--- src/rtl/core/mbrf_pkg.sv ---
// Shared types, constants and the CRC-16/MODBUS byte update for the request framer.
package mbrf_pkg;

    localparam logic [15:0] CRC_INIT   = 16'hFFFF;
    localparam logic [15:0] CRC_POLY   = 16'hA001;
    localparam logic [7:0]  FC_READ    = 8'h03;
    localparam logic [7:0]  FC_COIL    = 8'h05;
    localparam logic [7:0]  COIL_ON_HI = 8'hFF;

    localparam int FRAME_LEN = 8;
    localparam int BODY_LEN  = 6;
    localparam int IDX_W     = 3;

    // Byte positions within the frame.
    localparam logic [IDX_W-1:0] POS_DEV     = 3'd0;
    localparam logic [IDX_W-1:0] POS_FUNC    = 3'd1;
    localparam logic [IDX_W-1:0] POS_ADDR_HI = 3'd2;
    localparam logic [IDX_W-1:0] POS_ADDR_LO = 3'd3;
    localparam logic [IDX_W-1:0] POS_DATA_HI = 3'd4;
    localparam logic [IDX_W-1:0] POS_DATA_LO = 3'd5;
    localparam logic [IDX_W-1:0] POS_CRC_LO  = 3'd6;
    localparam logic [IDX_W-1:0] POS_CRC_HI  = 3'd7;

    typedef enum logic {
        MODE_READ = 1'b0,
        MODE_COIL = 1'b1
    } mode_t;

    typedef struct packed {
        logic [7:0] device_id;
        logic [7:0] func;
        logic [7:0] addr_hi;
        logic [7:0] addr_lo;
        logic [7:0] data_hi;
        logic [7:0] data_lo;
    } body_t;

    function automatic logic [15:0] crc_update(input logic [15:0] crc_in,
                                               input logic [7:0]  data);
        logic [15:0] c;
        c = crc_in ^ {8'h00, data};
        for (int b = 0; b < 8; b++)
        begin
            c = c[0] ? ((c >> 1) ^ CRC_POLY) : (c >> 1);
        end
        return c;
    endfunction

endpackage

--- src/rtl/core/mbrf_front.sv ---
// Front end: accepts a request transaction and builds the six frame body bytes.
module mbrf_front (
    input  logic                 start,
    input  logic                 full,
    input  logic                 mode,
    input  logic [7:0]           device_id,
    input  logic [15:0]          address,
    input  logic [15:0]          quantity,
    input  logic                 coil_on,
    output logic                 busy,
    output logic                 push,
    output mbrf_pkg::body_t      body
);

    assign busy = full;
    assign push = start && !full;

    always_comb
    begin
        body.device_id = device_id;
        body.addr_hi   = address[15:8];
        body.addr_lo   = address[7:0];
        if (mode == mbrf_pkg::MODE_COIL)
        begin
            body.func    = mbrf_pkg::FC_COIL;
            body.data_hi = coil_on ? mbrf_pkg::COIL_ON_HI : 8'h00;
            body.data_lo = 8'h00;
        end
        else
        begin
            body.func    = mbrf_pkg::FC_READ;
            body.data_hi = quantity[15:8];
            body.data_lo = quantity[7:0];
        end
    end

endmodule

--- src/rtl/core/mbrf_fifo.sv ---
// Short queue of frame bodies between the front end and the serializer.
module mbrf_fifo #(
    parameter int DEPTH = 2
) (
    input  logic                 clk,
    input  logic                 rst_n,
    input  logic                 push,
    input  mbrf_pkg::body_t      push_data,
    input  logic                 pop,
    output logic                 full,
    output logic                 valid,
    output mbrf_pkg::body_t      pop_data
);

    localparam int PTR_W = (DEPTH > 1) ? $clog2(DEPTH) : 1;
    localparam int CNT_W = $clog2(DEPTH + 1);

    mbrf_pkg::body_t mem [DEPTH];

    logic [PTR_W-1:0] wr_ptr_reg, wr_ptr_next;
    logic [PTR_W-1:0] rd_ptr_reg, rd_ptr_next;
    logic [CNT_W-1:0] count_reg, count_next;

    assign full     = (count_reg == CNT_W'(DEPTH));
    assign valid    = (count_reg != '0);
    assign pop_data = mem[rd_ptr_reg];

    always_comb
    begin
        wr_ptr_next = wr_ptr_reg;
        rd_ptr_next = rd_ptr_reg;
        count_next  = count_reg;
        if (push)
        begin
            wr_ptr_next = (wr_ptr_reg == PTR_W'(DEPTH - 1)) ? '0 : wr_ptr_reg + 1'b1;
        end
        if (pop)
        begin
            rd_ptr_next = (rd_ptr_reg == PTR_W'(DEPTH - 1)) ? '0 : rd_ptr_reg + 1'b1;
        end
        if (push && !pop)
        begin
            count_next = count_reg + 1'b1;
        end
        else if (pop && !push)
        begin
            count_next = count_reg - 1'b1;
        end
    end

    always_ff @(posedge clk or negedge rst_n)
    begin
        if (!rst_n)
        begin
            wr_ptr_reg <= '0;
            rd_ptr_reg <= '0;
            count_reg  <= '0;
        end
        else
        begin
            wr_ptr_reg <= wr_ptr_next;
            rd_ptr_reg <= rd_ptr_next;
            count_reg  <= count_next;
        end
    end

    always_ff @(posedge clk)
    begin
        if (push)
        begin
            mem[wr_ptr_reg] <= push_data;
        end
    end

`ifndef SYNTHESIS
    a_no_push_when_full: assert property (@(posedge clk) disable iff (!rst_n)
        !(push && full))
        else $error("queue written while full");

    a_no_pop_when_empty: assert property (@(posedge clk) disable iff (!rst_n)
        pop |-> valid)
        else $error("queue read while empty");

    a_count_grows: assert property (@(posedge clk) disable iff (!rst_n)
        (push && !pop) |=> (count_reg == $past(count_reg) + 1'b1))
        else $error("queue count did not grow on a lone write");
`endif

endmodule

--- src/rtl/core/mbrf_back.sv ---
// Back end: sends one frame byte per cycle and folds the body bytes into the CRC.
module mbrf_back (
    input  logic                 clk,
    input  logic                 rst_n,
    input  logic                 in_valid,
    input  mbrf_pkg::body_t      in_body,
    output logic                 pop,
    output logic                 strobe,
    output logic [7:0]           frame_byte,
    output logic                 last
);

    logic                          active_reg, active_next;
    logic [mbrf_pkg::IDX_W-1:0]    idx_reg, idx_next;
    mbrf_pkg::body_t               body_reg, body_next;
    logic [15:0]                   crc_reg, crc_next;
    logic                          strobe_reg, strobe_next;
    logic [7:0]                    byte_reg, byte_next;
    logic                          last_reg, last_next;
    logic [7:0]                    cur_byte;
    logic                          at_end;

    assign at_end = (idx_reg == mbrf_pkg::POS_CRC_HI);
    assign pop    = in_valid && (!active_reg || at_end);

    always_comb
    begin
        case (idx_reg)
            mbrf_pkg::POS_DEV:     cur_byte = body_reg.device_id;
            mbrf_pkg::POS_FUNC:    cur_byte = body_reg.func;
            mbrf_pkg::POS_ADDR_HI: cur_byte = body_reg.addr_hi;
            mbrf_pkg::POS_ADDR_LO: cur_byte = body_reg.addr_lo;
            mbrf_pkg::POS_DATA_HI: cur_byte = body_reg.data_hi;
            mbrf_pkg::POS_DATA_LO: cur_byte = body_reg.data_lo;
            mbrf_pkg::POS_CRC_LO:  cur_byte = crc_reg[7:0];
            default:               cur_byte = crc_reg[15:8];
        endcase
    end

    always_comb
    begin
        active_next = active_reg;
        idx_next    = idx_reg;
        body_next   = body_reg;
        crc_next    = crc_reg;
        strobe_next = active_reg;
        byte_next   = cur_byte;
        last_next   = active_reg && at_end;
        if (active_reg)
        begin
            idx_next = idx_reg + 1'b1;
            if (idx_reg < mbrf_pkg::POS_CRC_LO)
            begin
                crc_next = mbrf_pkg::crc_update(crc_reg, cur_byte);
            end
            if (at_end)
            begin
                active_next = 1'b0;
            end
        end
        // A waiting body is loaded as the previous frame's last byte goes out.
        if (pop)
        begin
            active_next = 1'b1;
            idx_next    = mbrf_pkg::POS_DEV;
            body_next   = in_body;
            crc_next    = mbrf_pkg::CRC_INIT;
        end
    end

    always_ff @(posedge clk or negedge rst_n)
    begin
        if (!rst_n)
        begin
            active_reg <= 1'b0;
            idx_reg    <= '0;
            strobe_reg <= 1'b0;
            last_reg   <= 1'b0;
        end
        else
        begin
            active_reg <= active_next;
            idx_reg    <= idx_next;
            strobe_reg <= strobe_next;
            last_reg   <= last_next;
        end
    end

    always_ff @(posedge clk)
    begin
        body_reg <= body_next;
        crc_reg  <= crc_next;
        byte_reg <= byte_next;
    end

    assign strobe     = strobe_reg;
    assign frame_byte = byte_reg;
    assign last       = last_reg;

`ifndef SYNTHESIS
    a_last_has_strobe: assert property (@(posedge clk) disable iff (!rst_n)
        last_reg |-> strobe_reg)
        else $error("last marker without a byte strobe");

    a_frame_contiguous: assert property (@(posedge clk) disable iff (!rst_n)
        (strobe_reg && !last_reg) |=> strobe_reg)
        else $error("gap inside a frame");

    a_end_gives_last: assert property (@(posedge clk) disable iff (!rst_n)
        (active_reg && at_end) |=> (strobe_reg && last_reg))
        else $error("eighth byte not marked last");
`endif

endmodule

--- src/rtl/core/modbus_rtu_request_framer_top.sv ---
// Top level of the Modbus RTU request framer: front end, body queue and serializer.
//
// Each accepted request (start high while busy is low) produces an 8-byte Modbus RTU
// frame: device id, function code (0x03 read holding registers or 0x05 write single
// coil), address high and low, two data bytes, then the CRC-16/MODBUS low and high
// bytes. Bytes leave one per cycle on frame_byte, each marked by a one-cycle strobe,
// with last set on the eighth byte; the receiver must take every byte as it comes.
// The first byte leaves after the queue, the serializer's body register and its byte
// register. A request holds the serializer until its last byte is out; queued frames
// follow each other with no gap. Up to QUEUE_DEPTH requests wait in a queue ahead of
// the serializer; busy is high while that queue is full.
module modbus_rtu_request_framer_top #(
    parameter int QUEUE_DEPTH = 2
) (
    input  logic        clk,
    input  logic        rst_n,
    input  logic        start,
    output logic        busy,
    input  logic        mode,
    input  logic [7:0]  device_id,
    input  logic [15:0] address,
    input  logic [15:0] quantity,
    input  logic        coil_on,
    output logic        strobe,
    output logic [7:0]  frame_byte,
    output logic        last
);

    logic            push;
    logic            pop;
    logic            full;
    logic            q_valid;
    mbrf_pkg::body_t push_body;
    mbrf_pkg::body_t pop_body;

    mbrf_front u_front (
        .start     (start),
        .full      (full),
        .mode      (mode),
        .device_id (device_id),
        .address   (address),
        .quantity  (quantity),
        .coil_on   (coil_on),
        .busy      (busy),
        .push      (push),
        .body      (push_body)
    );

    mbrf_fifo #(
        .DEPTH (QUEUE_DEPTH)
    ) u_fifo (
        .clk       (clk),
        .rst_n     (rst_n),
        .push      (push),
        .push_data (push_body),
        .pop       (pop),
        .full      (full),
        .valid     (q_valid),
        .pop_data  (pop_body)
    );

    mbrf_back u_back (
        .clk        (clk),
        .rst_n      (rst_n),
        .in_valid   (q_valid),
        .in_body    (pop_body),
        .pop        (pop),
        .strobe     (strobe),
        .frame_byte (frame_byte),
        .last       (last)
    );

endmodule
--- config.mk ---
export PLATFORM = sky130hd
export DESIGN_NAME = modbus_rtu_request_framer_top
export DESIGN_NICKNAME = d
export VERILOG_FILES = /design/src/rtl/core/mbrf_pkg.sv /design/src/rtl/core/mbrf_front.sv /design/src/rtl/core/mbrf_fifo.sv /design/src/rtl/core/mbrf_back.sv /design/src/rtl/core/modbus_rtu_request_framer_top.sv
export SDC_FILE = /design/constraint.sdc
export NUM_CORES = 1
export LEC_CHECK = 0
export BUFFER_PORTS_ARGS = -buffer_cell sky130_fd_sc_hd__buf_2
export CAP_MARGIN = 20
export CORE_ASPECT_RATIO = 0.9
export CORE_MARGIN = 2
export CORE_UTILIZATION = 45
export CTS_CLUSTER_DIAMETER = 200
export DETAILED_ROUTE_END_ITERATION = 16
export GPL_TIMING_DRIVEN = 0
export PLACE_DENSITY = 0.61
export SYNTH_ARGS = -nofsm -noshare
export SYNTH_HDL_FRONTEND = slang
export SYNTH_SLANG_ARGS = --single-unit
--- constraint.sdc ---
create_clock -name clk -period 4.5 [get_ports clk]
set_input_delay 0.675 -clock clk [delete_from_list [all_inputs] [get_ports clk]]
set_output_delay 0.675 -clock clk [all_outputs]
set_load 0.005 [all_outputs]
==> results.md <==
* Outcome: finished, final reports clean
* Drt first pass iters at 4
* Mux cell area share after synthesis at 8.67%
* WL per Instance at 17.2 um
* ANT cells at 0
* CTS Buffer Depth at 2
* Worst reg2reg setup slack at 0.49 ns
* Remaining DRCs at 0
* Share of cells above drive strength 1 at a little under a third
* Max reg flops at 84
* Ys async rst share at 6.25%
* PD cells at between 900 and 1000 mW/mm2
* Syn_area_per_cell at about 15 um2
* Unrepaired setup endpoints after global routing: false
* Count leader, synth: edfxtp_1
* Via count at around 3500
* Synth Area in XOR/XNOR at 4.46%
* Grt ovf at 0
* Filler cell count at 1125
* CTS tree: yes
* Iter 0 DRT Violations at 299
* Worst-path clk slew at 0.06 ns
* Endpoints failing hold at 0
* Post-synth top flop: edfxtp_1
* Critical Path RT at 4.77 ns
* Startpoint Class: register
* Hpwl dp at approximately 8100 um
* Initial core utilization at 45.9%
* CP Max Fanout at 10
* Synth Instances at 419
* Largest net degree at the start of global routing at 43
* GPL Wtd Cong at 0.820
* Die Area at 0.0152 mm2
* Maximum vdd drop at 617 uV
* Footprint of the multi-input gates at 0.00176 mm2
* Leak at approximately 2.8 nW
* Clk_lat worst skew at 0.42 ns
* Post-synth EDFFs at approximately 130
* # nets final at ~550
* First-pass GRT wire length at between 15000 and 20000 um
* Synth Area in Compound Gates at under 10%
* Hold Buf Count CTS at 0
* Total GRT Usage at between 10% and 20%
* Post-cts repair resize count at 0
* Final setup violation count at 0
* Total of max-cap violations at 0
* Synth unique cells at 53
* Row cnt at 41
* Synth Warn # at 0
* Synth top area share at between 50 and 60%
* Register area share after synthesis at 70.3%
* Min-Delay Path Class: in -> async
* Worst slew margin at 40.7%
* Adder-Cell Fraction of Synth Area at 1.36%
* Die Width at 130 um
* Root buffer cell: clkbuf_16
* Clock Sinks at 160
* Vias in the first global route at about 3600
* Final worst slack at 0.485 ns
* Data arrival, critical path at 4.28 ns
* Die Ht at 117 um
* Core area at 0.0140 mm2
* Tcrit/Tclk final at 89.2%
* Area leader, netlist: edfxtp_1
* Crit path kind: reg -> reg
* Vias per std cell at 4.96
* Post-CTS Repair Setup Buffers at 0
* Register Area at 0.00451 mm2
* CTS buffer count at 17
* Routed Antenna Nets at 0
* Initial antenna violation count at 0
* Combinational family with the most area after synthesis: multiplexers
* Simple-Gate Fraction of Synth Area at 5.88%
* Wirelength, routed at 12000 um
* I/O pin cnt at 56
* Final min period at 4.01 ns
* Ranking of synthesized cells by area: edfxtp_1 59%, mux2_2 7.9%, dfxtp_1 7.5%, dfrtp_1 3.9%, nand2_1 2.2%
* FF+latch count, synth at 160
* TNS Setup at 0 ns
* Final total power at about 7.1 mW
* Least-Margin Pin Slew at slightly below 0.9 ns
* Most instantiated cells after synthesis: 126 x edfxtp_1, 45 x mux2_2, 38 x nand2_1
* Crit end category: register
* Fmax at 249 MHz
* PortBufs at 55
* Hold WS at approximately 0.11 ns
* Netlist Area Pre-Place at 0.00642 mm2
* Fin. max-slew vios at 0
* Pre-CTS setup slack at between 0.5 and 0.6 ns
* H-Tree Level Count at 4
* Syn nets at 471
* Worst Clk Skew at roughly 0.0095 ns
* Area Growth Syn to Fin at 18.6%
## power by group
group | switching [mW] | leakage, nW | internal, mW | total (mW)
Sequential | 0.212 | 1.48 | 2.20 | 2.41
Combinational | 1.67 | 1.03 | 1.52 | 3.18
Clock | 0.596 | 0.306 | 0.937 | 1.53
## final cells by class
| type | instances | area share (%) |
|---|---|---|
| clock inverter | 15 | 2.68 |
| timing repair buffer | 57 | 4.14 |
| multi-input combinational | 222 | 23.1 |
| clock buffer | 17 | 5.58 |
| buffer | 19 | 1.18 |
| sequential | 160 | 59.3 |
| inverter | 18 | 0.887 |
| tap | 193 | 3.17 |
## stage by stage
step                utilization, %  cells  area [um2]
CTS                           54.4    701        7620
global placement              49.5    667        6940
global route                  54.4    701        7620
floorplan                        -    419        6420
finish                        54.4    701        7620
detailed placement            49.9    669        6990
## worst max-delay path: stages (launching register included)
cell and delay (ns):
dfrtp_1 0.58, buf_2 0.33, inv_1 0.14, ha_1 0.23, buf_6 0.14, nor4_2 0.72, a21oi_1 0.16, a21o_1 0.21
a211oi_2 0.28, xnor2_1 0.21, xnor3_2 0.52, xor2_1 0.23, o211ai_2 0.09
## final timing paths
| path | start | to | depth (start not counted) |
|---|---|---|---|
| hold reg to reg | u_back.crc_reg[11]$_SDFFE_PP1P_ | u_back.crc_reg[3]$_SDFFE_PP1P_ | 2 |
| max in group asynchronous | rst_n | u_fifo.rd_ptr_reg$_DFFE_PN0P_ | 1 |
| setup / recovery | u_back.idx_reg[2]$_DFFE_PN0P_ | u_back.crc_reg[14]$_SDFFE_PP1P_ | 12 |
| hold / removal | rst_n | u_back.idx_reg[2]$_DFFE_PN0P_ | 1 |
| min in group clk | address[6] | u_fifo.mem[1][22]$_DFFE_PP_ | 1 |
| setup reg to reg | u_back.idx_reg[2]$_DFFE_PN0P_ | u_back.crc_reg[14]$_SDFFE_PP1P_ | 12 |
## cells in the final DEF (no fill, tap or decap), drive strengths merged, types with 11 or more instances in the layout
| master | netlist | routed |
|---|---|---|
| buf | 7 | 64 |
| clkbuf | 12 | 29 |
| dfxtp | 24 | 24 |
| edfxtp | 126 | 126 |
| inv | 18 | 24 |
| mux2 | 45 | 45 |
| nand2 | 38 | 38 |
| nor2b | 11 | 11 |
| o211ai | 11 | 11 |
| o21ai | 13 | 13 |
| xnor2 | 16 | 16 |
## cell families after synthesis
| kind of cell | Yosys count |
|---|---|
| flip-flops | 160 |
| AND/OR/NAND/NOR | 79 |
| AO/OA/AOI/OAI | 61 |
| multiplexers | 50 |
| buffers and inverters | 37 |
| XOR/XNOR | 25 |
| adder cells (fa/ha/maj) | 7 |
## per-layer routing
layer | track usage [%] | share of wire (%)
met1 | 23.8 | 46
met2 | 26.3 | 49
met5 | 0 | 0
met3 | 4.88 | 3.4
met4 | 6.45 | 0.75
(Power assumes the default switching activity.)
